==> src/rtl/core/tlpp_pkg.sv <==
`default_nettype none

package tlpp_pkg;

  // Field and register widths
  localparam int LVL_W   = 16;
  localparam int SCR_W   = 10;
  localparam int POSX_W  = 11;
  localparam int POSY_W  = 16;
  localparam int CIDX_W  = 3;
  localparam int CDAT_W  = 16;
  localparam int PROD_W  = SCR_W + LVL_W;
  localparam int SUM_W   = LVL_W + 1;

  // Quotient of width*ea/(ea+eb) never exceeds width, so it fits SCR_W bits
  localparam int DIV_STEPS = SCR_W;
  localparam int CNT_W     = $clog2(DIV_STEPS);

  // Default vertical span
  localparam int C_SPAN_DEF = 2048;

  // Register reset values
  localparam logic [LVL_W-1:0] FLOOR_RST = 16'h0200;
  localparam logic [LVL_W-1:0] PRESS_RST = 16'h0C00;
  localparam logic [SCR_W-1:0] WIDTH_RST = 10'd320;
  localparam logic [SCR_W-1:0] HEIGHT_RST = 10'd240;

  // Configuration register indexes
  localparam logic [CIDX_W-1:0] REG_FLOOR_A  = 3'd0;
  localparam logic [CIDX_W-1:0] REG_FLOOR_B  = 3'd1;
  localparam logic [CIDX_W-1:0] REG_FLOOR_C  = 3'd2;
  localparam logic [CIDX_W-1:0] REG_PRESS    = 3'd3;
  localparam logic [CIDX_W-1:0] REG_WIDTH    = 3'd4;
  localparam logic [CIDX_W-1:0] REG_HEIGHT   = 3'd5;

  // Sequencer program addresses
  localparam int PC_W = 4;
  localparam logic [PC_W-1:0] STEP_IDLE   = 4'd0;
  localparam logic [PC_W-1:0] STEP_EXCESS = 4'd1;
  localparam logic [PC_W-1:0] STEP_MUL_Y  = 4'd2;
  localparam logic [PC_W-1:0] STEP_CALC_Y = 4'd3;
  localparam logic [PC_W-1:0] STEP_MUL_X  = 4'd4;
  localparam logic [PC_W-1:0] STEP_DIV_IN = 4'd5;
  localparam logic [PC_W-1:0] STEP_DIV    = 4'd6;
  localparam logic [PC_W-1:0] STEP_CALC_X = 4'd7;
  localparam logic [PC_W-1:0] STEP_EMIT   = 4'd8;
  localparam logic [PC_W-1:0] STEP_LAST   = STEP_EMIT;

  // Datapath operations
  typedef enum logic [3:0] {
    OP_NONE,
    OP_LOAD,
    OP_EXCESS,
    OP_MUL_Y,
    OP_CALC_Y,
    OP_MUL_X,
    OP_DIV_INIT,
    OP_DIV_STEP,
    OP_CALC_X,
    OP_EMIT
  } dp_op_t;

  // Jump conditions
  typedef enum logic [2:0] {
    JC_NEXT,
    JC_WAIT_IN,
    JC_POLL,
    JC_LOOP,
    JC_WAIT_OUT,
    JC_GOTO
  } jump_t;

  typedef struct packed {
    dp_op_t          op;
    jump_t           jc;
    logic [PC_W-1:0] tgt;
    logic            ld_cnt;
  } seq_word_t;

  // Sequencer to datapath
  typedef struct packed {
    dp_op_t op;
    logic   en;
  } ctl_t;

  // Datapath to sequencer
  typedef struct packed {
    logic fresh;
    logic out_free;
  } dp_stat_t;

  // Control store
  function automatic seq_word_t seq_rom(input logic [PC_W-1:0] pc);
    seq_word_t w;
    unique case (pc)
      STEP_IDLE:   w = '{op: OP_LOAD,     jc: JC_WAIT_IN,  tgt: STEP_EXCESS, ld_cnt: 1'b0};
      STEP_EXCESS: w = '{op: OP_EXCESS,   jc: JC_POLL,     tgt: STEP_EMIT,   ld_cnt: 1'b0};
      STEP_MUL_Y:  w = '{op: OP_MUL_Y,    jc: JC_NEXT,     tgt: STEP_IDLE,   ld_cnt: 1'b0};
      STEP_CALC_Y: w = '{op: OP_CALC_Y,   jc: JC_NEXT,     tgt: STEP_IDLE,   ld_cnt: 1'b0};
      STEP_MUL_X:  w = '{op: OP_MUL_X,    jc: JC_NEXT,     tgt: STEP_IDLE,   ld_cnt: 1'b0};
      STEP_DIV_IN: w = '{op: OP_DIV_INIT, jc: JC_NEXT,     tgt: STEP_IDLE,   ld_cnt: 1'b1};
      STEP_DIV:    w = '{op: OP_DIV_STEP, jc: JC_LOOP,     tgt: STEP_DIV,    ld_cnt: 1'b0};
      STEP_CALC_X: w = '{op: OP_CALC_X,   jc: JC_NEXT,     tgt: STEP_IDLE,   ld_cnt: 1'b0};
      STEP_EMIT:   w = '{op: OP_EMIT,     jc: JC_WAIT_OUT, tgt: STEP_IDLE,   ld_cnt: 1'b0};
      default:     w = '{op: OP_NONE,     jc: JC_GOTO,     tgt: STEP_IDLE,   ld_cnt: 1'b0};
    endcase
    return w;
  endfunction

endpackage

`default_nettype wire

==> src/rtl/core/tlpp_seq.sv <==
`default_nettype none

module tlpp_seq
  import tlpp_pkg::*;
(
  input  wire logic     clk,
  input  wire logic     rst_n,
  input  wire logic     in_valid,
  output logic          in_stall,
  input  wire dp_stat_t st,
  output ctl_t          ctl
);

  logic [PC_W-1:0]  pc_r, pc_nxt;
  logic [CNT_W-1:0] cnt_r, cnt_nxt;
  seq_word_t        cw;
  logic             en;

  // Current control word
  assign cw = seq_rom(pc_r);

  // Next-step and loop counter logic
  always_comb begin
    pc_nxt  = PC_W'(pc_r + 1'b1);
    cnt_nxt = cnt_r;
    en      = 1'b1;
    unique case (cw.jc)
      JC_NEXT: ;
      JC_WAIT_IN: begin
        en = in_valid;
        if (!in_valid) pc_nxt = pc_r;
      end
      JC_POLL: begin
        if (!st.fresh) pc_nxt = cw.tgt;
      end
      JC_LOOP: begin
        if (cnt_r != '0) begin
          pc_nxt  = cw.tgt;
          cnt_nxt = CNT_W'(cnt_r - 1'b1);
        end
      end
      JC_WAIT_OUT: begin
        en     = st.out_free;
        pc_nxt = st.out_free ? cw.tgt : pc_r;
      end
      JC_GOTO: pc_nxt = cw.tgt;
      default: pc_nxt = STEP_IDLE;
    endcase
    if (cw.ld_cnt) cnt_nxt = CNT_W'(DIV_STEPS - 1);
  end

  always_ff @(posedge clk) begin
    if (!rst_n) begin
      pc_r  <= STEP_IDLE;
      cnt_r <= '0;
    end else begin
      pc_r  <= pc_nxt;
      cnt_r <= cnt_nxt;
    end
  end

  // Items are taken only at the load step
  assign in_stall = (cw.jc != JC_WAIT_IN);
  assign ctl.op   = cw.op;
  assign ctl.en   = en;

  a_pc_range: assert property (@(posedge clk) disable iff (!rst_n)
    pc_r <= STEP_LAST)
    else $error("sequencer left its program");

  a_loop_exit: assert property (@(posedge clk) disable iff (!rst_n)
    (pc_r == STEP_DIV && cnt_r == '0) |=> pc_r == STEP_CALC_X)
    else $error("divider loop did not exit");

endmodule

`default_nettype wire

==> src/rtl/core/tlpp_dp.sv <==
`default_nettype none

module tlpp_dp
  import tlpp_pkg::*;
#(
  parameter int C_SPAN = C_SPAN_DEF
) (
  input  wire logic               clk,
  input  wire logic               rst_n,
  input  wire logic               cfg_valid,
  input  wire logic [CIDX_W-1:0]  cfg_index,
  input  wire logic [CDAT_W-1:0]  cfg_data,
  input  wire logic               in_new_sample,
  input  wire logic [LVL_W-1:0]   in_level_a,
  input  wire logic [LVL_W-1:0]   in_level_b,
  input  wire logic [LVL_W-1:0]   in_level_c,
  input  wire ctl_t               ctl,
  output dp_stat_t                st,
  input  wire logic               out_stall,
  output logic                    out_valid,
  output logic signed [POSX_W-1:0] out_pos_x,
  output logic signed [POSY_W-1:0] out_pos_y,
  output logic                    out_pressed
);

  localparam int SPAN_SH = $clog2(C_SPAN);
  localparam int YW      = PROD_W + 2;

  // Configuration
  logic [LVL_W-1:0] floor_a_r, floor_b_r, floor_c_r, press_lvl_r;
  logic [SCR_W-1:0] width_r, height_r;

  // Item and working registers
  logic             fresh_r;
  logic [LVL_W-1:0] la_r, lb_r, lc_r;
  logic [LVL_W-1:0] ea_r, eb_r, ec_r;
  logic [SUM_W-1:0] sum_r;
  logic [PROD_W-1:0] prod_r;
  logic [SUM_W-1:0] rem_r;
  logic [SCR_W-1:0] quo_r;
  logic             press_r;

  // Block state
  logic [POSX_W-1:0] latest_x_r, held_x_r;
  logic [POSY_W-1:0] latest_y_r, held_y_r;
  logic              was_pressed_r;

  // Result register
  logic              out_valid_r;
  logic [POSX_W-1:0] out_pos_x_r;
  logic [POSY_W-1:0] out_pos_y_r;
  logic              out_pressed_r;

  logic [LVL_W-1:0]  ea_c, eb_c, ec_c;
  logic [SCR_W-1:0]  mul_a;
  logic [LVL_W-1:0]  mul_b;
  logic [PROD_W-1:0] mul_p;
  logic [SUM_W:0]    trial;
  logic [SUM_W:0]    trial_diff;
  logic              trial_ge;
  logic [YW-1:0]     y_diff;
  logic [POSY_W-1:0] y_c;
  logic [POSX_W-1:0] x_c;
  logic              emit, hold;

  // Excess over floor
  assign ea_c = (la_r > floor_a_r) ? LVL_W'(la_r - floor_a_r) : '0;
  assign eb_c = (lb_r > floor_b_r) ? LVL_W'(lb_r - floor_b_r) : '0;
  assign ec_c = (lc_r > floor_c_r) ? LVL_W'(lc_r - floor_c_r) : '0;

  // Shared multiplier: height*ec or width*ea
  assign mul_a = (ctl.op == OP_MUL_Y) ? height_r : width_r;
  assign mul_b = (ctl.op == OP_MUL_Y) ? ec_r : ea_r;
  assign mul_p = PROD_W'(mul_a) * PROD_W'(mul_b);

  // Restoring divider step
  assign trial      = {rem_r, quo_r[SCR_W-1]};
  assign trial_diff = trial - {1'b0, sum_r};
  assign trial_ge   = (trial >= {1'b0, sum_r});

  // Vertical position with low saturation
  assign y_diff = YW'(height_r) - YW'(prod_r >> SPAN_SH);
  always_comb begin
    if (ec_r == '0)
      y_c = '1;
    else if (y_diff[YW-1] && !(&y_diff[YW-2:POSY_W-1]))
      y_c = {1'b1, {(POSY_W-1){1'b0}}};
    else
      y_c = y_diff[POSY_W-1:0];
  end

  // Horizontal position
  assign x_c = (ea_r != '0) ? POSX_W'(POSX_W'(width_r) - POSX_W'(quo_r)) : '1;

  assign emit = ctl.en && (ctl.op == OP_EMIT);
  assign hold = press_r || was_pressed_r;

  // Configuration writes
  always_ff @(posedge clk) begin
    if (!rst_n) begin
      floor_a_r   <= FLOOR_RST;
      floor_b_r   <= FLOOR_RST;
      floor_c_r   <= FLOOR_RST;
      press_lvl_r <= PRESS_RST;
      width_r     <= WIDTH_RST;
      height_r    <= HEIGHT_RST;
    end else if (cfg_valid) begin
      unique case (cfg_index)
        REG_FLOOR_A: floor_a_r   <= cfg_data;
        REG_FLOOR_B: floor_b_r   <= cfg_data;
        REG_FLOOR_C: floor_c_r   <= cfg_data;
        REG_PRESS:   press_lvl_r <= cfg_data;
        REG_WIDTH:   width_r     <= cfg_data[SCR_W-1:0];
        REG_HEIGHT:  height_r    <= cfg_data[SCR_W-1:0];
        default: ;
      endcase
    end
  end

  // Working registers, driven by the current op
  always_ff @(posedge clk) begin
    if (ctl.en) begin
      unique case (ctl.op)
        OP_LOAD: begin
          fresh_r <= in_new_sample;
          la_r    <= in_level_a;
          lb_r    <= in_level_b;
          lc_r    <= in_level_c;
        end
        OP_EXCESS: begin
          ea_r    <= ea_c;
          eb_r    <= eb_c;
          ec_r    <= ec_c;
          press_r <= fresh_r &&
                     ((la_r > press_lvl_r) || (lb_r > press_lvl_r) ||
                      (lc_r > press_lvl_r));
        end
        OP_MUL_Y: prod_r <= mul_p;
        OP_MUL_X: begin
          prod_r <= mul_p;
          sum_r  <= SUM_W'(ea_r) + SUM_W'(eb_r);
        end
        OP_DIV_INIT: begin
          rem_r <= SUM_W'(prod_r[PROD_W-1:SCR_W]);
          quo_r <= prod_r[SCR_W-1:0];
        end
        OP_DIV_STEP: begin
          rem_r <= trial_ge ? trial_diff[SUM_W-1:0] : trial[SUM_W-1:0];
          quo_r <= {quo_r[SCR_W-2:0], trial_ge};
        end
        default: ;
      endcase
    end
  end

  // Pointer state
  always_ff @(posedge clk) begin
    if (!rst_n) begin
      latest_x_r    <= '0;
      latest_y_r    <= '0;
      held_x_r      <= '0;
      held_y_r      <= '0;
      was_pressed_r <= 1'b0;
    end else if (ctl.en) begin
      unique case (ctl.op)
        OP_CALC_Y: latest_y_r <= y_c;
        OP_CALC_X: latest_x_r <= x_c;
        OP_EMIT: begin
          if (!hold) begin
            held_x_r <= latest_x_r;
            held_y_r <= latest_y_r;
          end
          was_pressed_r <= press_r;
        end
        default: ;
      endcase
    end
  end

  // Result register
  always_ff @(posedge clk) begin
    if (!rst_n) begin
      out_valid_r <= 1'b0;
    end else if (emit) begin
      out_valid_r <= 1'b1;
    end else if (!out_stall) begin
      out_valid_r <= 1'b0;
    end
  end

  always_ff @(posedge clk) begin
    if (emit) begin
      out_pos_x_r   <= hold ? held_x_r : latest_x_r;
      out_pos_y_r   <= hold ? held_y_r : latest_y_r;
      out_pressed_r <= press_r;
    end
  end

  assign st.fresh    = fresh_r;
  assign st.out_free = !out_valid_r || !out_stall;

  assign out_valid   = out_valid_r;
  assign out_pos_x   = out_pos_x_r;
  assign out_pos_y   = out_pos_y_r;
  assign out_pressed = out_pressed_r;

  a_emit_valid: assert property (@(posedge clk) disable iff (!rst_n)
    emit |=> out_valid_r && (out_pressed_r == $past(press_r)))
    else $error("emitted item not presented");

  a_held_tracks: assert property (@(posedge clk) disable iff (!rst_n)
    (emit && !hold) |=> (held_x_r == out_pos_x_r) && (held_y_r == out_pos_y_r))
    else $error("held position does not match unpressed result");

endmodule

`default_nettype wire

==> src/rtl/core/three_led_proximity_pointer_unit.sv <==
`default_nettype none

// Three-channel proximity pointer. Each item carries three proximity levels
// and a fresh-sample flag; each item yields exactly one result: pointer
// position (pos_x, pos_y, -1 for an absent channel) and a press flag. While
// pressed, and on the item after a press, the last unpressed position is
// reported. A small control store steps a shared 10x16 multiplier and a
// restoring divider that resolves one quotient bit per cycle. A fresh sample
// passes the load, excess, Y multiply, Y position, X multiply, divider setup,
// divider loop, X position and emit steps; a plain poll goes from the excess
// step straight to emit, and waits there while a stalled result is held.
// A new item is taken once the previous result is in the output register,
// even while that result is still stalled.
// Configuration writes are always ready and are to be made while idle;
// C_SPAN must be a power of two.

module three_led_proximity_pointer_unit
  import tlpp_pkg::*;
#(
  parameter int C_SPAN = C_SPAN_DEF
) (
  input  wire logic                clk,
  input  wire logic                rst_n,
  input  wire logic                cfg_valid,
  output logic                     cfg_ready,
  input  wire logic [CIDX_W-1:0]   cfg_index,
  input  wire logic [CDAT_W-1:0]   cfg_data,
  input  wire logic                in_valid,
  output logic                     in_stall,
  input  wire logic                in_new_sample,
  input  wire logic [LVL_W-1:0]    in_level_a,
  input  wire logic [LVL_W-1:0]    in_level_b,
  input  wire logic [LVL_W-1:0]    in_level_c,
  output logic                     out_valid,
  input  wire logic                out_stall,
  output logic signed [POSX_W-1:0] out_pos_x,
  output logic signed [POSY_W-1:0] out_pos_y,
  output logic                     out_pressed
);

  ctl_t     ctl;
  dp_stat_t st;

  assign cfg_ready = 1'b1;

  // Program sequencer
  tlpp_seq u_seq (
    .clk      (clk),
    .rst_n    (rst_n),
    .in_valid (in_valid),
    .in_stall (in_stall),
    .st       (st),
    .ctl      (ctl)
  );

  // Datapath and registers
  tlpp_dp #(
    .C_SPAN (C_SPAN)
  ) u_dp (
    .clk           (clk),
    .rst_n         (rst_n),
    .cfg_valid     (cfg_valid && cfg_ready),
    .cfg_index     (cfg_index),
    .cfg_data      (cfg_data),
    .in_new_sample (in_new_sample),
    .in_level_a    (in_level_a),
    .in_level_b    (in_level_b),
    .in_level_c    (in_level_c),
    .ctl           (ctl),
    .st            (st),
    .out_stall     (out_stall),
    .out_valid     (out_valid),
    .out_pos_x     (out_pos_x),
    .out_pos_y     (out_pos_y),
    .out_pressed   (out_pressed)
  );

endmodule

`default_nettype wire
==> config.mk <==
export PLATFORM = sky130hd
export DESIGN_NAME = three_led_proximity_pointer_unit
export DESIGN_NICKNAME = d
export VERILOG_FILES = /design/src/rtl/core/tlpp_pkg.sv /design/src/rtl/core/tlpp_seq.sv /design/src/rtl/core/tlpp_dp.sv /design/src/rtl/core/three_led_proximity_pointer_unit.sv
export SDC_FILE = /design/constraint.sdc
export NUM_CORES = 1
export LEC_CHECK = 0
export ABC_AREA = 1
export BUFFER_PORTS_ARGS = -buffer_cell sky130_fd_sc_hd__buf_2
export CORE_MARGIN = 2
export CORE_UTILIZATION = 30
export CTS_BUF_LIST = sky130_fd_sc_hd__clkbuf_4 sky130_fd_sc_hd__clkbuf_8
export CTS_CLUSTER_DIAMETER = 120
export DETAILED_ROUTE_END_ITERATION = 10
export SLEW_MARGIN = 20
export SYNTH_ARGS = -nofsm -noshare
export SYNTH_HDL_FRONTEND = slang
export SYNTH_SLANG_ARGS = --single-unit
==> constraint.sdc <==
create_clock -name clk -period 11.1 [get_ports clk]
set_clock_uncertainty 0.15 [all_clocks]
set_input_delay 1.11 -clock clk [delete_from_list [all_inputs] [get_ports clk]]
set_output_delay 1.11 -clock clk [all_outputs]
set_load 0.03 [all_outputs]
==> reports/results.tsv, run 1 <==
metric	value	unit
outcome	finished clean	
clock tree from TritonCTS	done	
share of cells above drive strength 1	0.0891	
overflow left after global routing	0	
floorplan core area	81800	µm²
share of async-settable or async-resettable flops after synthesis	0	
launching point of the worst reg2reg path	u_seq.cw[10]$_SDFF_PP0_	
netlist area before placement	24700	µm²
Largest regs	u_dp.prod_r (26), u_dp.rem_r (17), u_dp.sum_r (17)	
worst reg2reg setup slack	4.10	ns
most frequent standard cell in the layout excluding fill and tap cells	sky130_fd_sc_hd__nand2_1	
flip-flop count of the largest register after layout	26	
highest-count cells in the layout ignoring fill and taps	sky130_fd_sc_hd__nand2_1 (566), sky130_fd_sc_hd__inv_1 (500), sky130_fd_sc_hd__a21oi_1 (270)	
H-tree lvl count	2	
Total Negative Setup Slacks	0	ns
Post-CTS Hold Buffers	0	
final worst-path cycle share	0.631	
Seq/Total Area, Yosys	0.367	
overall die width	291	µm
fin nets	3512	
path class of the lowest-slack min-delay path	reg2reg	
number of maximum-capacitance violations	0	
Antenna Diode Count	0	
peak clock frequency supported by timing	0.143	GHz
number of distinct library cell variants in the gate-level netlist after synthesis	51	
count of cells along the worst register-to-register path	19	
gr usage total	0.155	
Min-Delay Startpoint	u_dp.held_y_r[2]$_SDFFE_PN0P_	
count of fill cells added during filler insertion	8577	
Total Die Area	84800	µm²
Root Buffer Master	sky130_fd_sc_hd__clkbuf_8	
most area-hungry cell type in the Yosys netlist	sky130_fd_sc_hd__edfxtp_1	
Worst Path Max Fanout	53	
mean routed wirelength per cell	15.5	µm
number of warnings printed during yosys synthesis	0	
number of global-route vias before repair	19200	
slew at the pin closest to its max-slew limit	1.15	ns
DR vias	19600	
Yosys top cell area share	0.238	
setup repair after global routing missed its margin	false	
Syn Inst Count	3002	
clock sink count	355	
worst slew margin relative to its limit	0.227	
syn_area_per_cell	8.24	µm²
startpoint type of the worst setup path	flop	
setup bufs post-CTS	0	
number of port buffers	102	
EDFF count, synth	196	
number of placement rows	105	
starting density of the core	0.302	
worst-case clock buffer depth	3	
number of DRC violations after detailed routing	0	
count of nets left with antenna violations after detail routing	0	
largest net degree at the start of global routing	87	
critical path data arrival time	7.25	ns
Resize count post-CTS	0	
Critical Setup Path Class	reg2reg	
Clk Latency, worst-skew pair	0.67	ns
number of detailed-routing iterations run before antenna repair	7	
clock period minus final worst setup slack	7.00	ns
drt initial violations	1288	
top cells by area in the synthesized netlist	sky130_fd_sc_hd__edfxtp_1 (24%), sky130_fd_sc_hd__dfxtp_1 (13%), sky130_fd_sc_hd__ha_1 (11%), sky130_fd_sc_hd__fa_1 (9.5%), sky130_fd_sc_hd__nand2_1 (8.6%)	
cell depth of the worst min-delay path	2	
terminating pin of the worst hold path	u_dp.held_y_r[2]$_SDFFE_PN0P_	
total count of hold-check failures in the final report	0	
io pins	104	
required time reported for the critical path endpoint	11.35	ns
Net Count, Synth	3410	
number of slew-limit violations in the final report	0	
Routability Congestion	0.914	
Vias/cell	4.65	
Clk pin slew, worst setup/hold paths	0.06	ns
Critical Path End Type	flop	
register name with the most flops	u_dp.prod_r	
total length of routed wires	65400	µm
wire length of the first global-routing pass	105000	µm
number of buffers created by CTS	59	
Die Y	291	µm
Main synth FF type	sky130_fd_sc_hd__edfxtp_1	
FF+latch count, synth	355	
antenna violations before repair	3	
count of final setup violators	0	
Layout Area Growth over Synthesis	11.9	%
detailed placer's ending HPWL	51700	µm
R2R Path End	u_dp.prod_r[23]$_DFFE_PP_	
-- worst max-delay path by stage --
stage,slack (ns),endpoint,cells past startpoint,startpoint
6_report,4.10,u_dp.prod_r[23]$_DFFE_PP_,19,u_seq.cw[10]$_SDFF_PP0_
5_1_grt,3.72,u_dp.prod_r[23]$_DFFE_PP_,19,u_seq.cw[10]$_SDFF_PP0_
4_1_cts,4.15,u_dp.prod_r[23]$_DFFE_PP_,19,u_seq.cw[10]$_SDFF_PP0_
3_5_place_dp,4.19,u_dp.prod_r[23]$_DFFE_PP_,19,u_seq.cw[10]$_SDFF_PP0_
3_3_place_gp,4.21,u_dp.prod_r[23]$_DFFE_PP_,19,u_seq.cw[10]$_SDFF_PP0_
2_1_floorplan,4.28,u_dp.ea_r[0]$_SDFFCE_PP0P_,4,out_stall
-- final cells by class --
type	count	area, µm²	share of cell area
Clock buffer	82	1030	0.0374
Clock inverter	30	305	0.0110
Inverter	506	1900	0.0686
Multi-Input combinational cell	2071	13400	0.486
Sequential cell	355	9070	0.328
Tap cell	1070	1340	0.0484
Timing Repair Buffer	111	581	0.0210
-- synth_stat cells (34+ instances only) --
cell type,number
sky130_fd_sc_hd__nor3_1,34
sky130_fd_sc_hd__xnor2_1,34
sky130_fd_sc_hd__nor2_1,244
sky130_fd_sc_hd__a21oi_1,271
sky130_fd_sc_hd__edfxtp_1,196
sky130_fd_sc_hd__clkbuf_1,36
sky130_fd_sc_hd__nand3_1,128
sky130_fd_sc_hd__nand2_1,566
sky130_fd_sc_hd__fa_1,117
sky130_fd_sc_hd__ha_1,218
sky130_fd_sc_hd__inv_1,501
sky130_fd_sc_hd__dfxtp_1,159
sky130_fd_sc_hd__xor2_1,36
sky130_fd_sc_hd__o21ai_0,227
-- metal layers --
metal	track usage	routed length (µm)
met5	0	0
met4	0.0463	1880
met3	0.0213	2910
met2	0.240	28000
met1	0.222	32700
-- worst max-delay path, cell delays in order (launching register included) --
cell and delay [ns]:
sky130_fd_sc_hd__dfxtp_1 0.32, sky130_fd_sc_hd__nor2_1 0.18, sky130_fd_sc_hd__nand3_2 0.08, sky130_fd_sc_hd__buf_4 0.30, sky130_fd_sc_hd__o21ai_0 0.96, sky130_fd_sc_hd__inv_1 0.52
sky130_fd_sc_hd__nor2_1 0.25, sky130_fd_sc_hd__fa_1 0.46, sky130_fd_sc_hd__fa_1 0.48, sky130_fd_sc_hd__fa_1 0.52, sky130_fd_sc_hd__fa_1 0.55, sky130_fd_sc_hd__inv_1 0.06
sky130_fd_sc_hd__fa_1 0.53, sky130_fd_sc_hd__inv_1 0.04, sky130_fd_sc_hd__ha_1 0.40, sky130_fd_sc_hd__nand2_1 0.14, sky130_fd_sc_hd__nor4_1 0.44, sky130_fd_sc_hd__nand3_1 0.12
sky130_fd_sc_hd__nand3_1 0.13, sky130_fd_sc_hd__xor2_1 0.07
-- logic make-up (layout without fill, tap and decap cells) --
| kind of cell | after synthesis | after routing | synth area share |
|---|---|---|---|
| xor gates and xnor gates | 70 | 70 | 0.0248 |
| other | 1 | 1 | 0.000152 |
| AOI/OAI and AO/OA | 595 | 595 | 0.129 |
| adders and majority gates | 335 | 335 | 0.205 |
| and+or+nand+nor | 1070 | 1070 | 0.184 |
| DFF | 355 | 355 | 0.367 |
| buffers and inverters | 576 | 729 | 0.0912 |
-- per-stage QoR --
stage	cells	util	hold slack [ns]	setup slack (ns)	instance area, µm²
after detailed placement	4113	0.322	0.290	4.19	26300
final	4225	0.338	0.300	4.10	27700
after floorplan	3002	-	0.275	4.28	24700
after CTS	4225	0.338	0.302	4.15	27700
after global placement	4113	0.322	0.285	4.21	26300
after global routing	4225	0.338	0.323	3.72	27700
Power of run 1 is not shown: default switching activity piles up to over one toggle a cycle in this logic, so the estimate is an artifact.
==> run 2, diff against run 1 <==
==> constraint.sdc (replaced) <==
create_clock -name clk -period 6.9 [get_ports clk]
set_clock_uncertainty 0.15 [all_clocks]
set_input_delay 0.69 -clock clk [delete_from_list [all_inputs] [get_ports clk]]
set_output_delay 0.69 -clock clk [all_outputs]
set_load 0.03 [all_outputs]
==> reports/results.tsv, run 2 (synthesis gave the netlist of run 1 again) <==
metric	value	unit	change
outcome	finished clean		
worst slew margin relative to its limit	0.264		+0.0367
Critical Path End Type	flop		
total length of routed wires	64600	µm	-1.2%
count of fill cells added during filler insertion	8560		-0.20%
required time reported for the critical path endpoint	7.12	ns	-4.23 ns
mean routed wirelength per cell	15.3	µm	-1.4%
Routability Congestion	0.907		-0.78%
overall die width	291	µm	unchanged
count of final setup violators	0		unchanged
final-layout worst hold slack	0.0686	ns	-0.231 ns
Total Die Area	84800	µm²	unchanged
Resize count post-CTS	0		unchanged
Layout Area Growth over Synthesis	11.8	%	about the same
number of maximum-capacitance violations	0		unchanged
slew at the pin closest to its max-slew limit	1.10	ns	-0.0503 ns
io pins	104		unchanged
starting density of the core	0.302		unchanged
Post-CTS Hold Buffers	0		unchanged
Post-Layout Cell Count	4233		+0.19%
Root Buffer Master	sky130_fd_sc_hd__clkbuf_8		
launch point of the critical path	u_seq.cw[10]$_SDFF_PP0_		
number of detailed-routing iterations run before antenna repair	5		-2
peak clock frequency supported by timing	0.157	GHz	+9.7%
DR vias	19700		+0.39%
Vias/cell	4.66		+0.20%
floorplan core area	81800	µm²	unchanged
instance count after placement with tap cells included	4125		+0.29%
worst-case clock buffer depth	3		unchanged
Largest regs	u_dp.prod_r (26), u_dp.rem_r (17), u_dp.sum_r (17)		
fin nets	3522		+0.28%
Worst Path Max Fanout	32		-40%
total count of hold-check failures in the final report	0		unchanged
largest net degree at the start of global routing	87		unchanged
most frequent standard cell in the layout excluding fill and tap cells	sky130_fd_sc_hd__nand2_1		
clock tree from TritonCTS	done		
gr usage total	0.151		-0.00346
Antenna Diode Count	0		unchanged
drt initial violations	1377		+6.9%
critical path data arrival time	6.60	ns	-0.65 ns
number of port buffers	102		unchanged
clock sink count	355		unchanged
register name with the most flops	u_dp.prod_r		
highest-count cells in the layout ignoring fill and taps	sky130_fd_sc_hd__nand2_1 (566), sky130_fd_sc_hd__inv_1 (500), sky130_fd_sc_hd__a21oi_1 (270)		
number of global-route vias before repair	19000		-1.5%
number of placement rows	105		unchanged
clock period minus final worst setup slack	6.38	ns	-0.619 ns
flip-flop count of the largest register after layout	26		unchanged
final worst-path cycle share	0.925		+0.294
overflow left after global routing	0		unchanged
path class of the lowest-slack min-delay path	in2reg		
share of cells above drive strength 1	0.0904		+0.00136
Die Y	291	µm	unchanged
Clk pin slew, worst setup/hold paths	0.06	ns	about the same
number of buffers created by CTS	57		-3.4%
wire length of the first global-routing pass	103000	µm	-2.5%
number of DRC violations after detailed routing	0		unchanged
Layout Utilization	0.338		about the same
Critical Setup Path Class	reg2reg		
detailed placer's ending HPWL	51100	µm	-1.2%
launching point of the worst reg2reg path	u_seq.cw[10]$_SDFF_PP0_		
setup repair after global routing missed its margin	false		
setup bufs post-CTS	0		unchanged
Min-Delay Startpoint	in_level_b[8]		
H-tree lvl count	2		unchanged
Total Negative Setup Slacks	0	ns	unchanged
number of slew-limit violations in the final report	0		unchanged
startpoint type of the worst setup path	flop		
Clk Latency, worst-skew pair	0.64	ns	-0.03 ns
antenna violations before repair	1		-2
count of nets left with antenna violations after detail routing	0		unchanged
[run 2: cell type report]
class	instances	area, µm²	area share
multi-input combinational	2071	13400	0.486
sequential	355	9070	0.328
inverter	506	1900	0.0686
tap	1070	1340	0.0484
clock buffer	81	1010	0.0364
timing repair buffer	123	671	0.0242
clock inverter	27	233	0.00841
[run 2: layer usage]
layer / vias to the layer above / share of wire / GRT usage
met1: 9013 / 0.49 / 0.215
li1: 10100 / - / -
met2: 509 / 0.42 / 0.234
met4: 0 / 0.032 / 0.0499
met3: 115 / 0.058 / 0.0221
met5: - / 0 / 0
[run 2: worst paths after layout]
path | endpoint | slack (ns) | depth (start not counted)
worst max-delay path | u_dp.prod_r[25]$_DFFE_PP_ | 0.52 | 21
worst min-delay path | u_dp.lb_r[8]$_DFFE_PP_ | 0.07 | 1
worst max register to register | u_dp.prod_r[25]$_DFFE_PP_ | 0.52 | 21
worst min register to register | u_dp.held_x_r[0]$_SDFFE_PN0P_ | 0.30 | 2
[run 2: worst max-delay path, stage by stage (launching register included)]
cell and delay, ns:
sky130_fd_sc_hd__dfxtp_1 0.32, sky130_fd_sc_hd__nor2_1 0.18, sky130_fd_sc_hd__nand3_2 0.42, sky130_fd_sc_hd__buf_4 0.42
sky130_fd_sc_hd__o21ai_2 0.36, sky130_fd_sc_hd__inv_1 0.15, sky130_fd_sc_hd__nor2_1 0.20, sky130_fd_sc_hd__fa_1 0.46
sky130_fd_sc_hd__fa_1 0.52, sky130_fd_sc_hd__fa_1 0.53, sky130_fd_sc_hd__fa_1 0.55, sky130_fd_sc_hd__inv_1 0.06
sky130_fd_sc_hd__fa_1 0.53, sky130_fd_sc_hd__inv_1 0.04, sky130_fd_sc_hd__ha_1 0.38, sky130_fd_sc_hd__nand2_1 0.13
sky130_fd_sc_hd__nor2_1 0.12, sky130_fd_sc_hd__inv_1 0.06, sky130_fd_sc_hd__nor3_1 0.22, sky130_fd_sc_hd__nand3_1 0.12
sky130_fd_sc_hd__nand3_1 0.12, sky130_fd_sc_hd__xor2_1 0.08
[run 2: metrics by stage]
| step | instance area (µm²) | worst slack [ns] |
|---|---|---|
| after floorplan | 24700 | 0.502 |
| after global placement | 26400 | 0.448 |
| after detailed placement | 26400 | 0.336 |
| after CTS | 27700 | 0.308 |
| after global routing | 27700 | 0.00981 |
| final | 27700 | 0.518 |
Power of run 2 is left out for the same reason.
